[src/brc_pkg.sv]
`timescale 1ns / 1ps

package brc_pkg;

	// Offset added to the first byte of a message.
	localparam logic [7:0] FIRST_OFFSET = 8'd7;

	// Per-index multipliers for the alpha and beta coefficients (mod 256).
	localparam logic [7:0] ALPHA_MUL = 8'd17;
	localparam logic [7:0] BETA_MUL = 8'd31;

	// Modulus of the recurrence terms.
	localparam logic [15:0] TERM_MOD = 16'hFFFF;

	// Added to a negative difference: a multiple of the modulus that covers the largest
	// beta * previous product, plus one for the 64-bit wrap (2^64 is 1 mod 65535).
	localparam logic [25:0] TERM_BIAS = 26'd16776961;

	// Recurrence state carried from one item to the next.
	typedef struct packed {
		logic [15:0] prev_term;
		logic [15:0] curr_term;
		logic [7:0]  byte_pos;
	} brc_state_t;

	// State after reset.
	localparam brc_state_t STATE_RESET = '{
		prev_term: 16'd1,
		curr_term: 16'd0,
		byte_pos:  8'd0
	};

endpackage

[src/brc_term.sv]
`timescale 1ns / 1ps

module brc_term (
	input  brc_pkg::brc_state_t state_cur,
	input  logic [7:0]          data_byte,
	input  logic                start_req,
	output brc_pkg::brc_state_t state_nxt
);

	logic [7:0]  alpha;
	logic [7:0]  beta;
	logic [8:0]  coef;
	logic [24:0] pos_prod;
	logic [23:0] neg_prod;
	logic        is_neg;
	logic [25:0] diff;
	logic [16:0] fold1;
	logic [15:0] fold2;
	logic [15:0] term;

	// Index-dependent coefficients, both taken mod 256.
	assign alpha = 8'(state_cur.byte_pos * brc_pkg::ALPHA_MUL);
	assign beta  = 8'(state_cur.byte_pos * brc_pkg::BETA_MUL);
	assign coef  = {1'b0, data_byte} + {1'b0, alpha};

	// The two products of the recurrence.
	assign pos_prod = {16'd0, coef} * {9'd0, state_cur.curr_term};
	assign neg_prod = {16'd0, beta} * {8'd0, state_cur.prev_term};

	// A negative difference is lifted by a multiple of the modulus plus one, which
	// matches the wrapped 64-bit reduction.
	assign is_neg = {1'b0, neg_prod} > pos_prod;
	assign diff   = {1'b0, pos_prod} - {2'b00, neg_prod}
		+ (is_neg ? brc_pkg::TERM_BIAS : 26'd0);

	// Reduce mod 65535 by folding the upper half onto the lower half twice.
	assign fold1 = {7'd0, diff[25:16]} + {1'b0, diff[15:0]};
	assign fold2 = fold1[15:0] + {15'd0, fold1[16]};
	assign term  = (fold2 == brc_pkg::TERM_MOD) ? 16'd0 : fold2;

	// A start byte reseeds the recurrence; any other byte advances it.
	always_comb begin
		if (start_req) begin
			state_nxt.prev_term = 16'd1;
			state_nxt.curr_term = {8'd0, data_byte} + {8'd0, brc_pkg::FIRST_OFFSET};
			state_nxt.byte_pos  = 8'd1;
		end else begin
			state_nxt.prev_term = state_cur.curr_term;
			state_nxt.curr_term = term;
			state_nxt.byte_pos  = state_cur.byte_pos + 8'd1;
		end
	end

endmodule

[src/byte_recurrence_checksum.sv]
`timescale 1ns / 1ps

// Channel | Handshake            | Payload
// --------+----------------------+------------------------------------------
// input   | in_valid, in_ready   | data_byte[7:0], start_req, end_of_message
// output  | out_valid, out_ready | checksum[15:0], final_res
//
// One item per cycle sustained while out_ready stays high. An accepted item
// goes through the input register and then the result register. The term
// update is a loop of two small products, a subtract and a two-step fold
// mod 65535 around the state register. arst_n clears the recurrence state
// (previous 1, current 0, index 0) and both valid flags. A stalled output holds
// the input register; in_ready drops while both are full and out_ready is low.

module byte_recurrence_checksum (
	input  logic        clk,
	input  logic        arst_n,
	input  logic        in_valid,
	output logic        in_ready,
	input  logic [7:0]  data_byte,
	input  logic        start_req,
	input  logic        end_of_message,
	output logic        out_valid,
	input  logic        out_ready,
	output logic [15:0] checksum,
	output logic        final_res
);

	logic                valid_s1;
	logic [7:0]          data_s1;
	logic                start_s1;
	logic                last_s1;
	logic                advance;
	logic                out_valid_q;
	logic [15:0]         checksum_q;
	logic                final_q;
	brc_pkg::brc_state_t state_q;
	brc_pkg::brc_state_t state_nxt;

	// The input register moves on when the result register is empty or being taken.
	assign advance  = valid_s1 && (!out_valid_q || out_ready);
	assign in_ready = !valid_s1 || advance;

	// Input register.
	always_ff @(posedge clk or negedge arst_n) begin
		if (!arst_n) begin
			valid_s1 <= 1'b0;
		end else if (in_ready) begin
			valid_s1 <= in_valid;
		end
	end

	always_ff @(posedge clk) begin
		if (in_valid && in_ready) begin
			data_s1  <= data_byte;
			start_s1 <= start_req;
			last_s1  <= end_of_message;
		end
	end

	// Next-term datapath.
	brc_term u_term (
		.state_cur (state_q),
		.data_byte (data_s1),
		.start_req (start_s1),
		.state_nxt (state_nxt)
	);

	// Recurrence state, updated once per item as it leaves the input register.
	always_ff @(posedge clk or negedge arst_n) begin
		if (!arst_n) begin
			state_q <= brc_pkg::STATE_RESET;
		end else if (advance) begin
			state_q <= state_nxt;
		end
	end

	// Result register.
	always_ff @(posedge clk or negedge arst_n) begin
		if (!arst_n) begin
			out_valid_q <= 1'b0;
		end else if (advance) begin
			out_valid_q <= 1'b1;
		end else if (out_ready) begin
			out_valid_q <= 1'b0;
		end
	end

	always_ff @(posedge clk) begin
		if (advance) begin
			checksum_q <= state_nxt.curr_term;
			final_q    <= last_s1;
		end
	end

	assign out_valid = out_valid_q;
	assign checksum  = checksum_q;
	assign final_res = final_q;

endmodule

[config.mk]
export PLATFORM = sky130hd
export DESIGN_NAME = byte_recurrence_checksum
export DESIGN_NICKNAME = d
export VERILOG_FILES = /design/src/brc_pkg.sv /design/src/brc_term.sv /design/src/byte_recurrence_checksum.sv
export SDC_FILE = /design/constraint.sdc
export NUM_CORES = 1
export LEC_CHECK = 0
export BUFFER_PORTS_ARGS = -buffer_cell sky130_fd_sc_hd__buf_2
export CAP_MARGIN = 15
export CORE_MARGIN = 2
export CORE_UTILIZATION = 67
export DETAILED_ROUTE_END_ITERATION = 6
export PLACE_DENSITY = 0.94
export SLEW_MARGIN = 20
export SYNTH_ARGS = -nofsm -noshare
export SYNTH_HDL_FRONTEND = slang
export SYNTH_SLANG_ARGS = --single-unit
export TNS_END_PERCENT = 10
[constraint.sdc]
create_clock -name clk -period 45.1 [get_ports clk]
set_clock_uncertainty 0.15 [all_clocks]
set_input_delay 9.02 -clock clk [delete_from_list [all_inputs] [get_ports clk]]
set_output_delay 9.02 -clock clk [all_outputs]
set_load 0.05 [all_outputs]
==> impl_metrics.env, run 1 <==
export IMPL_outcome="complete, but fails checks"
export IMPL_fillers=1509
export IMPL_cts_root_buffer="clkbuf_16"
export IMPL_cts_sinks=69
export IMPL_relSlewSlack=0.247
export IMPL_clock_fmax_mhz=50.5
export IMPL_cts_tree="built"
export IMPL_antenna_found_initial=0
export IMPL_clk_latency_ns=0.37
export IMPL_syn_avg_cell_area_um2=8.77
export IMPL_finalCritPeriodShare=0.439
export IMPL_cts_hold_buf=0
export IMPL_h_tree_depth=3
export IMPL_gp_congestion=0.951
export IMPL_drtAntennaViolNets=0
export IMPL_finalMaxSlewViolations=0
export IMPL_rows=56
export IMPL_yosysWarnings=0
export IMPL_dieArea_um2=24800
export IMPL_fin_nets=2196
export IMPL_cp_required_ns=45.03
export IMPL_synthTopCellsByCount="inv_1, nand2_1, fa_1"
export IMPL_start_kind="register"
export IMPL_post_cts_buffers=0
export IMPL_start_util=0.678
export IMPL_worst_setup_path_type="register to register"
export IMPL_io_pins=33
export IMPL_synth_seq_area_share=0.118
export IMPL_grt_pass1_wl_mm=75.0
export IMPL_grt_overflow_total=0
export IMPL_cp_max_fo=32
export IMPL_hold_path_class="register to register"
export IMPL_wl_mm=47.4
export IMPL_place_detailed_hpwl_mm=32.9
export IMPL_via_per_inst=6.67
export IMPL_die_w_um=157
export IMPL_synth_top_area_frac=0.255
export IMPL_yosys_area_top_type="fa_1"
export IMPL_synthCells=1799
export IMPL_setup_viol=0
export IMPL_layout_drive_gt1_share=0.0608
export IMPL_synth_area_leaders="fa_1, ha_1, inv_1"
export IMPL_grt_max_degree=68
export IMPL_synthArstFlopShare=0.609
export IMPL_rsz0062_at_grt="false"
export IMPL_slowest_stage="dfrtp_1"
export IMPL_end_kind="register"
export IMPL_max_stage_delay_ns=1.00
export IMPL_timing_hold_ws_ns=0.284
export IMPL_die_height_um=157
export IMPL_first_global_vias=14683
export IMPL_synthToLayoutAreaGrowth_pct=4.35
export IMPL_synth_seq_cells=69
export IMPL_clk_pin_slew_ns=0.07
export IMPL_wl_per_cell_um=22.4
export IMPL_syn_nets=2208
export IMPL_drc=99
export IMPL_synth_edf_count=27
export IMPL_ys_types=89
export IMPL_crit_path_frequent_cell="fa_1"
export IMPL_numCtsBuffers=9
export IMPL_portBuffers=32
export IMPL_yosysMostFrequentCell="inv_1"
export IMPL_grt_usage=0.388
export IMPL_first_iter_violations=2323
export IMPL_clock_path_buffers=2
export IMPL_core_um2=23300
export IMPL_ctsResizeCount=0
export IMPL_hold_viol=0
export IMPL_violations="DRC"
export IMPL_netlist_area_um2=15800
export IMPL_maxCapViolCount=0
export IMPL_setup_tns_ns=0
export IMPL_synth_ff_type="dfrtp_1"
export IMPL_worstMarginPinSlew_ns=1.12
export IMPL_arrival_ns=19.72
export IMPL_period_needed_ns=19.79
export IMPL_firstDrtPassIters=7
export IMPL_vias=14095
==> area by class of cell <==
class | instances | area, um^2 | area share
inverter | 285 | 1070 | 0.0650
timing repair buffer | 42 | 238 | 0.0144
multi-input combinational | 1380 | 12600 | 0.763
tap | 319 | 399 | 0.0242
antenna | 1 | 2.50 | 0.000152
clock inverter | 7 | 97.6 | 0.00593
clock buffer | 9 | 225 | 0.0137
sequential | 69 | 1860 | 0.113
==> flip-flops by register name (all words and copies together), names as in the netlist <==
signal and count:
final_res 1, out_valid 1, start_s1 1, last_s1 1
checksum 16, state_q 40, data_s1 8, valid_s1 1
==> critical path, delay by kind of cell (launching register included) <==
kind | cells | cell delay [ns]
AND/OR/NAND/NOR | 18 | 4.08
flip-flops | 1 | 1.00
adder cells (fa/ha/maj) | 14 | 6.60
buffers and inverters | 7 | 1.74
AO/OA/AOI/OAI | 21 | 5.49
XOR/XNOR | 3 | 0.42
==> per-stage QoR <==
step | utilization | instances | setup slack [ns] | instance area [um^2]
after global placement | 0.693 | 2095 | 26.42 | 16100
after CTS | 0.707 | 2111 | 26.05 | 16500
final | 0.708 | 2112 | 25.31 | 16500
after floorplan | - | 1799 | 26.43 | 15800
after detailed placement | 0.693 | 2095 | 26.28 | 16100
after global routing | 0.708 | 2111 | 24.20 | 16500
==> cells in the final DEF, fill, tap and decap left out, drive strengths merged, types with 4 or more instances in the layout <==
cell / count
ha: 194
nor2b: 26
clkbuf: 9
nand4: 14
o21bai: 34
and3: 8
o211a: 5
and2: 130
o2111ai: 6
a211oi: 10
a21o: 36
o21ai: 50
nor2: 63
edfxtp: 27
o31ai: 24
or3: 8
xor2: 32
nand3: 23
dfrtp: 41
nand2b: 13
fa: 201
nand2: 215
a41oi: 4
o22ai: 8
nor4: 6
o211ai: 10
xnor2: 82
nor3: 34
a21oi: 77
o21a: 15
inv: 286
buf: 42
==> path summary, 6_finish.rpt <==
path / startpoint / endpoint / slack (ns) / depth (start not counted)
worst min-delay path: last_s1 / final_res / 0.28 / 0
worst min register to register: last_s1 / final_res / 0.28 / 0
worst max-delay path: state_q[0] / checksum[0] / 25.31 / 63
worst max register to register: state_q[0] / checksum[0] / 25.31 / 63
max in group asynchronous: arst_n / state_q[21] / 35.89 / 1
min in group asynchronous: arst_n / state_q[29] / 8.50 / 1
==> layer usage <==
metal  share of wire  GRT usage
met5          0.0027     0.0331
met4           0.083      0.232
met3            0.12      0.140
met2            0.46      0.625
met1            0.33      0.442
==> cell families (layout without fill, tap and decap cells) <==
kind of cell | count (synthesis) | count (layout) | synth area share
DFF | 69 | 69 | 0.118
buffers and inverters | 350 | 343 | 0.0867
and+or+nand+nor | 556 | 556 | 0.177
other | 0 | 1 | 0
xor gates and xnor gates | 114 | 114 | 0.0647
muxes | 4 | 4 | 0.00262
adders and majority gates | 395 | 395 | 0.409
AOI/OAI and AO/OA | 311 | 311 | 0.142
Power of run 1 is not shown: default switching activity piles up to over one toggle a cycle in this logic, so the estimate is an artifact.
==> run 2: changes to the inputs <==
--- a/config.mk
+++ b/config.mk
@@ -8,9 +8,9 @@
 export BUFFER_PORTS_ARGS = -buffer_cell sky130_fd_sc_hd__buf_2
 export CAP_MARGIN = 15
 export CORE_MARGIN = 2
-export CORE_UTILIZATION = 67
+export CORE_UTILIZATION = 60
 export DETAILED_ROUTE_END_ITERATION = 6
-export PLACE_DENSITY = 0.94
+export PLACE_DENSITY = 0.9
 export SLEW_MARGIN = 20
 export SYNTH_ARGS = -nofsm -noshare
 export SYNTH_HDL_FRONTEND = slang
==> constraint.sdc (replaced) <==
create_clock -name clk -period 17.43 [get_ports clk]
set_clock_uncertainty 0.15 [all_clocks]
set_input_delay 3.486 -clock clk [delete_from_list [all_inputs] [get_ports clk]]
set_output_delay 3.486 -clock clk [all_outputs]
set_load 0.05 [all_outputs]
==> impl_metrics.env, run 2 (same netlist as run 1, synthesis figures left out) <==
export IMPL_multi_input_area_um2=12600
export IMPL_worstHoldStart="last_s1"
export IMPL_cts_tree="built"
export IMPL_largest_reg_flops=40
export IMPL_cp_max_fo=16
export IMPL_grt_busiest_layer="met2"
export IMPL_outcome="complete, no violations"
export IMPL_r2r_start="state_q[0]"
export IMPL_die_w_um=166
export IMPL_worstHoldPathCells=0
export IMPL_drtAntennaViolNets=0
export IMPL_period_needed_ns=16.65
export IMPL_reg2regPathDepth=67
export IMPL_wl_mm=42.3
export IMPL_crit_path_frequent_cell="fa_1"
export IMPL_clk_latency_ns=0.35
export IMPL_die_height_um=166
export IMPL_first_iter_violations=1381
export IMPL_cts_sinks=69
export IMPL_firstDrtPassIters=7
export IMPL_cp_required_ns=17.34
export IMPL_clock_path_buffers=2
export IMPL_core_um2=25900
export IMPL_grt_max_degree=68
export IMPL_portBuffers=32
export IMPL_relSlewSlack=0.434
export IMPL_hold_path_end="final_res"
export IMPL_arrival_ns=16.56
export IMPL_postPlaceCellArea_um2=16200
export IMPL_antenna_found_initial=0
export IMPL_reg2reg_to="checksum[2]"
export IMPL_dieArea_um2=27600
export IMPL_clk_pin_slew_ns=0.07
export IMPL_diodes=0
export IMPL_maxCapViolCount=0
export IMPL_layout_commonest_cell="inv_1"
export IMPL_hold_viol=0
export IMPL_worstMarginPinSlew_ns=0.847
export IMPL_place_detailed_hpwl_mm=32.1
export IMPL_layout_drive_gt1_share=0.0754
export IMPL_h_tree_depth=3
export IMPL_grt_overflow_total=0
export IMPL_grt_pass1_wl_mm=68.3
export IMPL_first_global_vias=13695
export IMPL_final_area_um2=16700
export IMPL_vias=13352
export IMPL_numCtsBuffers=9
export IMPL_io_pins=33
export IMPL_start_util=0.609
export IMPL_start_kind="register"
export IMPL_cts_root_buffer="clkbuf_16"
export IMPL_finalCritPeriodShare=0.955
export IMPL_grt_usage=0.302
export IMPL_rrSetupSlack_ns=0.78
export IMPL_worst_setup_path_type="register to register"
export IMPL_fillers=1922
export IMPL_clock_fmax_mhz=60.1
export IMPL_via_per_inst=6.25
export IMPL_gp_congestion=1.02
export IMPL_synthToLayoutAreaGrowth_pct=5.59
export IMPL_slowest_stage="fa_1"
export IMPL_setup_viol=0
export IMPL_gr_usage_met1=0.390
export IMPL_fin_nets=2207
export IMPL_wl_per_cell_um=19.8
export IMPL_regArea_um2=1870
export IMPL_end_kind="register"
export IMPL_finalMaxSlewViolations=0
export IMPL_max_stage_delay_ns=0.59
export IMPL_drc=0
export IMPL_final_cell_mix="inv_1, nand2_1, fa_1"
export IMPL_top_register="state_q"
export IMPL_rows=59
export IMPL_grt_use_met2=0.501
export IMPL_grt_util_met3=0.0615
export IMPL_hold_path_class="register to register"
export IMPL_cts_hold_buf=0
[run 2: cell count changes in the layout (fill, tap and decap cells not counted), moves of 2 or more]
| cell | delta |
|---|---|
| buf_4 | +6 |
| bufinv_16 | -2 |
| a21oi_1 | -2 |
| ha_2 | +5 |
| clkbuf_16 | +3 |
| a21oi_2 | +2 |
| dfrtp_2 | +4 |
| dfrtp_1 | -4 |
| clkinvlp_4 | -2 |
| ha_1 | -5 |
| buf_12 | +2 |
[run 2: cell type report]
cell class,count,area share
Tap cell,335,0.0252
Timing Repair Buffer,53,0.0219
Sequential cell,69,0.112
Clock inverter,4,0.00195
Multi-Input combinational cell,1380,0.757
Inverter,285,0.0642
Clock buffer,12,0.0174
[run 2: worst max path at each step]
stage,start,end
final,state_q[0],checksum[2]
after global placement,state_q[2],checksum[0]
after floorplan,state_q[1],checksum[4]
after global routing,state_q[0],checksum[2]
after detailed placement,state_q[2],checksum[0]
after CTS,state_q[2],checksum[2]
[run 2: critical path, delay by kind of cell (launching register included)]
kind,cells,cell delay [ns]
fa+ha+maj,14,5.98
simple gates,20,3.81
compound gates,22,4.60
buf+inv,7,0.67
xor+xnor,4,0.64
flops,1,0.49
[run 2: metrics by stage]
stage	util	hold slack (ns)	worst slack (ns)	std cells	TNS (ns)
floorplan	-	0.250	1.71	1799	0
global placement	0.625	0.257	1.02	2118	0
detailed placement	0.625	0.258	0.283	2118	0
CTS	0.637	0.267	0.190	2134	0
global route	0.643	0.275	-0.0486	2138	-0.144
finish	0.643	0.263	0.784	2138	0
[run 2: what timing repair did]
| action | in CTS | in global routing |
|---|---|---|
| endpoints found under the setup margin | 0 | 32 |
| resized for setup | 0 | 26 |
| endpoints found under the hold margin | 0 | 0 |
| buffers inserted | 0 | 2 |
[run 2: routing by layer]
layer | part of all wire | up-vias
li1 | - | 5873
met1 | 0.38 | 6473
met3 | 0.099 | 231
met5 | 0 | -
met2 | 0.47 | 775
met4 | 0.051 | 0
Power of run 2 is left out for the same reason.
